### src/mem_ap_burst_chunk_planner_top_assert.svh
// Assertion macros used by the chunk planner back sequencer.
`ifndef MEM_AP_BURST_CHUNK_PLANNER_TOP_ASSERT_SVH
`define MEM_AP_BURST_CHUNK_PLANNER_TOP_ASSERT_SVH

// Checks that a property holds at every clock edge outside reset.
`define MABCP_ASSERT(name, clk, rst_n, prop) \
    name: assert property (@(posedge clk) disable iff (!rst_n) (prop)) \
        else $error("mabcp check failed");

// Checks that the consequent holds in the cycle after the antecedent.
`define MABCP_ASSERT_NEXT(name, clk, rst_n, ante, cons) \
    name: assert property (@(posedge clk) disable iff (!rst_n) (ante) |=> (cons)) \
        else $error("mabcp check failed");

`endif

### src/mabcp_pkg.sv
package mabcp_pkg;

    localparam logic [1:0] SIZE_BYTE = 2'd0;
    localparam logic [1:0] SIZE_HALF = 2'd1;
    localparam logic [1:0] SIZE_WORD = 2'd2;

    localparam int ADDR_W  = 32;
    localparam int COUNT_W = 16;
    localparam int BEATS_W = 11;

    typedef struct packed {
        logic               dir;
        logic [ADDR_W-1:0]  addr;
        logic [COUNT_W-1:0] count;
        logic               err;
    } req_t;

    typedef struct packed {
        logic               dir;
        logic [ADDR_W-1:0]  addr;
        logic [1:0]         size;
        logic [BEATS_W-1:0] beats;
        logic               status;
        logic               last;
    } out_t;

endpackage

### src/mabcp_front.sv
module mabcp_front #(
    parameter int MAX_TRANSFER_BYTES = 32768
) (
    input  logic                clk,
    input  logic                rst_n,
    input  logic                cfg_we,
    input  logic                cfg_wdata,
    input  logic                in_valid,
    output logic                in_ready,
    input  logic                in_dir,
    input  logic [31:0]         in_addr,
    input  logic [15:0]         in_count,
    output logic                q_valid,
    input  logic                q_ready,
    output mabcp_pkg::req_t     q_data
);
    import mabcp_pkg::*;

    localparam logic [COUNT_W:0] MAX_BYTES = (COUNT_W+1)'(MAX_TRANSFER_BYTES);

    logic link_up_reg;
    logic valid_reg;
    logic valid_next;
    req_t hold_reg;
    req_t hold_next;
    logic accept;

    assign in_ready = !valid_reg || q_ready;
    assign accept   = in_valid && in_ready;
    assign q_valid  = valid_reg;
    assign q_data   = hold_reg;

    always_comb
    begin
        hold_next.dir   = in_dir;
        hold_next.addr  = in_addr;
        hold_next.count = in_count;
        hold_next.err   = !link_up_reg || (in_count == '0) ||
                          ({1'b0, in_count} > MAX_BYTES);
        if (accept)
        begin
            valid_next = 1'b1;
        end
        else if (q_ready)
        begin
            valid_next = 1'b0;
        end
        else
        begin
            valid_next = valid_reg;
        end
    end

    always_ff @(posedge clk or negedge rst_n)
    begin
        if (!rst_n)
        begin
            link_up_reg <= 1'b0;
            valid_reg   <= 1'b0;
        end
        else
        begin
            if (cfg_we)
            begin
                link_up_reg <= cfg_wdata;
            end
            valid_reg <= valid_next;
        end
    end

    always_ff @(posedge clk)
    begin
        if (accept)
        begin
            hold_reg <= hold_next;
        end
    end

endmodule

### src/mabcp_queue.sv
module mabcp_queue (
    input  logic            clk,
    input  logic            rst_n,
    input  logic            in_valid,
    output logic            in_ready,
    input  mabcp_pkg::req_t in_data,
    output logic            out_valid,
    input  logic            out_ready,
    output mabcp_pkg::req_t out_data
);
    import mabcp_pkg::*;

    req_t       entry_reg [2];
    logic       wr_ptr_reg;
    logic       wr_ptr_next;
    logic       rd_ptr_reg;
    logic       rd_ptr_next;
    logic [1:0] count_reg;
    logic [1:0] count_next;
    logic       push;
    logic       pop;

    assign in_ready  = (count_reg != 2'd2);
    assign out_valid = (count_reg != 2'd0);
    assign out_data  = entry_reg[rd_ptr_reg];
    assign push      = in_valid && in_ready;
    assign pop       = out_valid && out_ready;

    always_comb
    begin
        wr_ptr_next = push ? !wr_ptr_reg : wr_ptr_reg;
        rd_ptr_next = pop ? !rd_ptr_reg : rd_ptr_reg;
        count_next  = count_reg + 2'(push) - 2'(pop);
    end

    always_ff @(posedge clk or negedge rst_n)
    begin
        if (!rst_n)
        begin
            wr_ptr_reg <= 1'b0;
            rd_ptr_reg <= 1'b0;
            count_reg  <= 2'd0;
        end
        else
        begin
            wr_ptr_reg <= wr_ptr_next;
            rd_ptr_reg <= rd_ptr_next;
            count_reg  <= count_next;
        end
    end

    always_ff @(posedge clk)
    begin
        if (push)
        begin
            entry_reg[wr_ptr_reg] <= in_data;
        end
    end

endmodule

### src/mabcp_back.sv
module mabcp_back #(
    parameter int WRAP_BOUNDARY_BYTES = 1024
) (
    input  logic            clk,
    input  logic            rst_n,
    input  logic            q_valid,
    output logic            q_ready,
    input  mabcp_pkg::req_t q_data,
    output logic            out_valid,
    input  logic            out_ready,
    output mabcp_pkg::out_t out_data
);
    import mabcp_pkg::*;

    `include "mem_ap_burst_chunk_planner_top_assert.svh"

    localparam int            BW        = $clog2(WRAP_BOUNDARY_BYTES);
    localparam logic [BW:0]   WRAP_SIZE = (BW+1)'(WRAP_BOUNDARY_BYTES);

    logic               busy_reg;
    logic               busy_next;
    logic               out_valid_reg;
    logic               out_valid_next;
    logic               dir_reg;
    logic               err_reg;
    logic [ADDR_W-1:0]  addr_reg;
    logic [ADDR_W-1:0]  addr_next;
    logic [COUNT_W-1:0] rem_reg;
    logic [COUNT_W-1:0] rem_next;
    out_t               out_reg;
    out_t               out_next;

    logic               advance;
    logic               load;
    logic [BW:0]        to_bound;
    logic               rem_fits;
    logic [BW:0]        chunk;
    logic [1:0]         low_bits;
    logic [BW:0]        beats_full;

    assign q_ready   = !busy_reg;
    assign load      = q_valid && q_ready;
    assign advance   = busy_reg && (!out_valid_reg || out_ready);
    assign out_valid = out_valid_reg;
    assign out_data  = out_reg;

    always_comb
    begin
        to_bound = WRAP_SIZE - {1'b0, addr_reg[BW-1:0]};
        rem_fits = rem_reg <= COUNT_W'(to_bound);
        chunk    = rem_fits ? rem_reg[BW:0] : to_bound;
        low_bits = addr_reg[1:0] | chunk[1:0];

        out_next.dir    = dir_reg;
        out_next.addr   = addr_reg;
        out_next.status = err_reg;
        if (err_reg)
        begin
            out_next.size = SIZE_BYTE;
            beats_full    = '0;
            out_next.last = 1'b1;
        end
        else
        begin
            if (low_bits == 2'b00)
            begin
                out_next.size = SIZE_WORD;
                beats_full    = chunk >> 2;
            end
            else if (!low_bits[0])
            begin
                out_next.size = SIZE_HALF;
                beats_full    = chunk >> 1;
            end
            else
            begin
                out_next.size = SIZE_BYTE;
                beats_full    = chunk;
            end
            out_next.last = rem_fits;
        end
        out_next.beats = beats_full[BEATS_W-1:0];

        addr_next = addr_reg + ADDR_W'(chunk);
        rem_next  = rem_reg - COUNT_W'(chunk);

        if (load)
        begin
            busy_next = 1'b1;
        end
        else if (advance && out_next.last)
        begin
            busy_next = 1'b0;
        end
        else
        begin
            busy_next = busy_reg;
        end

        if (advance)
        begin
            out_valid_next = 1'b1;
        end
        else if (out_ready)
        begin
            out_valid_next = 1'b0;
        end
        else
        begin
            out_valid_next = out_valid_reg;
        end
    end

    always_ff @(posedge clk or negedge rst_n)
    begin
        if (!rst_n)
        begin
            busy_reg      <= 1'b0;
            out_valid_reg <= 1'b0;
        end
        else
        begin
            busy_reg      <= busy_next;
            out_valid_reg <= out_valid_next;
        end
    end

    always_ff @(posedge clk)
    begin
        if (load)
        begin
            dir_reg  <= q_data.dir;
            err_reg  <= q_data.err;
            addr_reg <= q_data.addr;
            rem_reg  <= q_data.count;
        end
        else if (advance)
        begin
            addr_reg <= addr_next;
            rem_reg  <= rem_next;
        end
        if (advance)
        begin
            out_reg <= out_next;
        end
    end

    `MABCP_ASSERT_NEXT(a_load_sets_busy, clk, rst_n, load, busy_reg)
    `MABCP_ASSERT(a_rem_nonzero, clk, rst_n, !busy_reg || err_reg || (rem_reg != '0))
    `MABCP_ASSERT_NEXT(a_last_ends_run, clk, rst_n, advance && out_next.last,
                       !busy_reg && out_valid_reg && out_reg.last)

endmodule

### src/mem_ap_burst_chunk_planner_top.sv
// Channel    | Direction | Contents
// s_axis     | in        | tdata: start_address, byte_count; tuser: req_type
// m_axis     | out       | tdata: chunk_address, beat_size, beat_count;
//            |           | tuser: direction, status; tlast: last
// cfg        | in        | cfg_we, cfg_wdata: link_up
//
// A request is registered in the front stage and then waits in a two-entry queue.
// The back sequencer first loads a request and then emits one chunk per cycle while
// its output is not stalled; it takes the next request after the last chunk.
// An invalid request gives a single error result from the sequencer.
// Reset clears link_up and all control state; the block takes requests right after it.
// A stalled output holds the sequencer; the front accepts until the queue is full.
module mem_ap_burst_chunk_planner_top #(
    parameter int MAX_TRANSFER_BYTES  = 32768,
    parameter int WRAP_BOUNDARY_BYTES = 1024
) (
    input  logic        clk,
    input  logic        rst_n,
    input  logic        cfg_we,
    input  logic        cfg_wdata,
    input  logic        s_axis_tvalid,
    output logic        s_axis_tready,
    input  logic [47:0] s_axis_tdata,   // start_address [31:0], byte_count [47:32]
    input  logic        s_axis_tuser,   // req_type
    output logic        m_axis_tvalid,
    input  logic        m_axis_tready,
    output logic [47:0] m_axis_tdata,   // chunk_address [31:0], beat_size [33:32],
                                        // beat_count [44:34], zero fill [47:45]
    output logic [1:0]  m_axis_tuser,   // direction [0], status [1]
    output logic        m_axis_tlast
);
    import mabcp_pkg::*;

    logic fq_valid;
    logic fq_ready;
    req_t fq_data;
    logic qb_valid;
    logic qb_ready;
    req_t qb_data;
    out_t res;

    mabcp_front #(
        .MAX_TRANSFER_BYTES(MAX_TRANSFER_BYTES)
    ) u_front (
        .clk      (clk),
        .rst_n    (rst_n),
        .cfg_we   (cfg_we),
        .cfg_wdata(cfg_wdata),
        .in_valid (s_axis_tvalid),
        .in_ready (s_axis_tready),
        .in_dir   (s_axis_tuser),
        .in_addr  (s_axis_tdata[31:0]),
        .in_count (s_axis_tdata[47:32]),
        .q_valid  (fq_valid),
        .q_ready  (fq_ready),
        .q_data   (fq_data)
    );

    mabcp_queue u_queue (
        .clk      (clk),
        .rst_n    (rst_n),
        .in_valid (fq_valid),
        .in_ready (fq_ready),
        .in_data  (fq_data),
        .out_valid(qb_valid),
        .out_ready(qb_ready),
        .out_data (qb_data)
    );

    mabcp_back #(
        .WRAP_BOUNDARY_BYTES(WRAP_BOUNDARY_BYTES)
    ) u_back (
        .clk      (clk),
        .rst_n    (rst_n),
        .q_valid  (qb_valid),
        .q_ready  (qb_ready),
        .q_data   (qb_data),
        .out_valid(m_axis_tvalid),
        .out_ready(m_axis_tready),
        .out_data (res)
    );

    assign m_axis_tdata = {3'b000, res.beats, res.size, res.addr};
    assign m_axis_tuser = {res.status, res.dir};
    assign m_axis_tlast = res.last;

endmodule

### config.mk
export PLATFORM = sky130hd
export DESIGN_NAME = mem_ap_burst_chunk_planner_top
export DESIGN_NICKNAME = d
export VERILOG_FILES = /design/src/mabcp_pkg.sv /design/src/mabcp_front.sv /design/src/mabcp_queue.sv /design/src/mabcp_back.sv /design/src/mem_ap_burst_chunk_planner_top.sv
export VERILOG_INCLUDE_DIRS = /design/src /design/src/src
export SDC_FILE = /design/constraint.sdc
export NUM_CORES = 1
export LEC_CHECK = 0
export BUFFER_PORTS_ARGS = -buffer_cell sky130_fd_sc_hd__buf_4
export CAP_MARGIN = 0
export CELL_PAD_IN_SITES_DETAIL_PLACEMENT = 0
export CELL_PAD_IN_SITES_GLOBAL_PLACEMENT = 1
export CORE_ASPECT_RATIO = 1.2
export CORE_MARGIN = 2
export CORE_UTILIZATION = 40
export DETAILED_ROUTE_END_ITERATION = 16
export PLACE_DENSITY = 0.66
export SKIP_CTS_REPAIR_TIMING = 1
export SLEW_MARGIN = 20
export SYNTH_ARGS = -nofsm -noshare
export SYNTH_HDL_FRONTEND = slang
export SYNTH_SLANG_ARGS = --single-unit
### constraint.sdc
create_clock -name clk -period 9.3 [get_ports clk]
set_clock_uncertainty 0.1 [all_clocks]
set_input_delay 0.465 -clock clk [delete_from_list [all_inputs] [get_ports clk]]
set_output_delay 0.465 -clock clk [all_outputs]
set_load 0.1 [all_outputs]
==> results summary <==
The clock latency at the later pin of the worst-skew pair came out at roughly 0.54 ns. OpenSTA, run right after detailed placement, puts the worst setup slack at 3.119 ns. Input and output buffers added on the ports amount to around 100.

The global-route wire length before repair is 35780 um. The flip-flop count of the largest register, all copies and words added is 100. The count of endpoints failing hold in the final timing report came out at 0.

The synthesis-to-finish area growth is 21.48%. The remaining global-route overflow came out at 0. After detailed routing, the number of remaining DRC violations is 0.

Buffers inserted during clock tree synthesis total 26. The setup path with the least slack is of type register to register. The largest fanout on the critical path is 10. Entering global routing, the biggest net connects 65 pins. The area enclosed by the die boundary came out at between 20000 and 30000 um2. The initial utilization of the core area, before any placement, comes to 0.4027. The floorplan step defined a core boundary enclosing 27750 um2. The total area of sequential cells is between 7000 and 8000 um2. Setup repair after global routing left no endpoint under its margin.

The clock root buffer master is clkbuf_16. The filler cell count came out at approximately 2.5k. Averaged over all synthesized cells, the footprint is roughly 14 um2. The number of antenna repair diodes came out at 0. The post-route worst hold slack is 0.02030 ns. The vertical die dimension came out at between 150 and 200 um. The synthesized netlist contains 59 unique library cells. The number of core rows came out at 67.

The clock-pin slew reported for the worst setup and hold paths after clock tree synthesis is roughly 0.060 ns. In this run the critical register-to-register path is captured at u_back.addr_reg[29]. The number of routed nets with antenna violations came out at 0. The clock sink total came out at 256.

The maximum number of buffers from clock root to sink came out at 3. The number of antenna violations at the first check in global routing is 0. The number of ports placed on the die boundary came out at 108. The sum of routed wire length over all layers came out at between 20000 and 25000 um. Of the available clock period, the critical path in the final layout requires 0.6696. The max-slew headroom at the worst pin came out at 0.2987. The net count of the finished layout is around 1.0k. The cell count of the worst reg-to-reg path came out at 21. The sequential-to-total area share from yosys stat is 0.6844. The synthesis-stage register bit count came out at between 200 and 300. Routability-driven placement finished with a final weighted congestion of 0.8604. The area of the mapped netlist came out at 11170 um2.

The H-tree depth came out at 1. The most used flip-flop cell after synthesis is edfxtp_1. In this run the critical register-to-register path is launched from u_back.addr_reg[4]. The run finished with clean final reports. For this run, the number of Yosys warnings is 0. The fraction of final layout cells sized beyond drive strength 1 is 0.1884. The final max-slew violation count is 0. The multi-input gate area in the final layout is about 3300 um2. The routed wirelength normalized by instance count is 17.26 um.

Data arrives at the worst endpoint at approximately 6.5 ns. The number of standard cells after synthesis is a little under 800. The CTS tree is built. The data required time at the worst endpoint is about 9.6 ns. The total global routing track utilization came out at 0.1574. The worst setup path is launched from a register. The count of final setup violators is 0. The post-synthesis async set-or-reset flop share is 0.03125. The number of DRC markers after the initial detailed-route iteration is 327. The die width is about 160 um. The number of global-route vias before repair is 6294.

Max-cap violations in this run came to 0. The via count came out at 6546. The timing startpoint of the critical path is u_back.addr_reg[4]. The clock period minus final worst setup slack came out at ~6.2 ns.

STA classifies the critical path endpoint as a register. The worst register-to-register path has a setup slack of approximately 3.1 ns. The number of enable flip-flop cells after synthesis came out at approximately 250.

The most critical setup path has its endpoint at u_back.addr_reg[29]. The pre-antenna-repair detailed-routing pass consisted of 5 iterations. The average via count per standard cell is just under 5. After layout, the worst setup slack is 3.072 ns. The maximum clock rate came out at 0.1606 GHz. After routing, the total negative slack on setup checks comes to 0 ns.

The transition time of the tightest slew-check pin came out at ~1.1 ns. The HPWL after detailed placement is 15570 um. The worst hold path belongs to the class input pin to register.
kinds of logic after synthesis:
logic type | share of synthesized area
flip-flops | 0.6844
AND/OR/NAND/NOR | 0.08498
AO/OA/AOI/OAI | 0.08655
buffers and inverters | 0.02418
XOR/XNOR | 0.04065
adder cells (fa/ha/maj) | 0.04501
multiplexers | 0.03393
other | 0.0003356
stage by stage:
stage | area [um2] | util | cells
after floorplan | 11180 | - | 783
after global placement | 12400 | 0.4468 | 1247
after detailed placement | 12400 | 0.4468 | 1247
after CTS | 13190 | 0.4755 | 1291
after global routing | 13570 | 0.4892 | 1329
final | 13570 | 0.4892 | 1329
how the worst min path moves through the flow:
stage	from	endpoint	cells past startpoint
after detailed placement	rst_n	u_front.link_up_reg	1
after global placement	rst_n	u_front.link_up_reg	1
after global routing	s_axis_tdata[5]	u_front.q_data[22]	1
final	s_axis_tdata[43]	u_front.q_data[12]	1
after CTS	rst_n	u_queue.count_reg[0]	1
after floorplan	rst_n	u_back.busy_reg	0
critical path, cell delays in order, from the launching register on:
cell,delay (ns)
edfxtp_1,0.48
nor4_1,0.43
nand2_1,0.17
or3_1,0.34
xor2_1,0.14
inv_1,0.09
ha_1,0.27
nand2_1,0.05
nor3_2,0.21
o21ai_0,0.21
o21ai_2,0.30
nand2_2,0.22
mux2i_1,0.61
ha_1,0.22
a21o_1,0.11
a21oi_1,0.09
o21ai_0,0.26
a31oi_1,0.17
a21oi_1,0.83
nand2_1,0.24
or3_1,0.36
a31oi_1,0.16
cells in the final DEF, fill, tap and decap left out, types with 5 or more instances in the layout:
master,count
edfxtp_1,248
buf_4,112
a21oi_1,63
inv_1,39
dlygate4sd3_1,38
ha_1,37
nor2_1,36
xnor2_1,33
mux2i_1,29
nand2_1,27
nor2b_1,27
a211oi_1,26
clkbuf_16,26
o21ai_0,23
xor2_1,17
nand3_1,14
nor3_1,12
nand2b_1,8
and3_1,8
nand4_1,8
or3_1,7
or2_2,7
o221ai_1,7
dfrtp_1,7
clkinv_1,6
nor4_1,5
a21o_1,5
a21boi_0,5
clkbuf_1,5
synth_stat cells, types with 9 or more instances:
master      n  area (um2)
nor2b_1    27       168.9
xor2_1     17       148.9
mux2i_1    29       290.3
xnor2_1    33       289.0
o21ai_0    23       115.1
edfxtp_1  248        7447
nand3_1    14       70.07
a21oi_1    63       315.3
nor3_1     12       60.06
inv_1      40       150.1
nand2_1    28       105.1
a211oi_1   26       195.2
nor2_1     37       138.9
clkbuf_1   22       82.58
ha_1       37       462.9
and3_1      9       56.30
final cells by class:
cell class,count,share of cell area
Sequential cell,256,0.5635
Multi-Input combinational cell,458,0.2414
Timing Repair Buffer,150,0.08996
Clock buffer,31,0.04931
Tap cell,379,0.03493
Inverter,42,0.01161
Clock inverter,13,0.009310
routing by layer:
metal / vias up / share of wire / global-route usage
li1: 3240 / - / -
met1: 3118 / 0.46 / 0.2206
met2: 149 / 0.48 / 0.2508
met3: 39 / 0.041 / 0.02549
met4: 0 / 0.025 / 0.05222
met5: - / 0 / 0
Power is left out: the tool's default activity adds up to more than one toggle a clock period on the data nets, which glitch-free logic cannot reach.
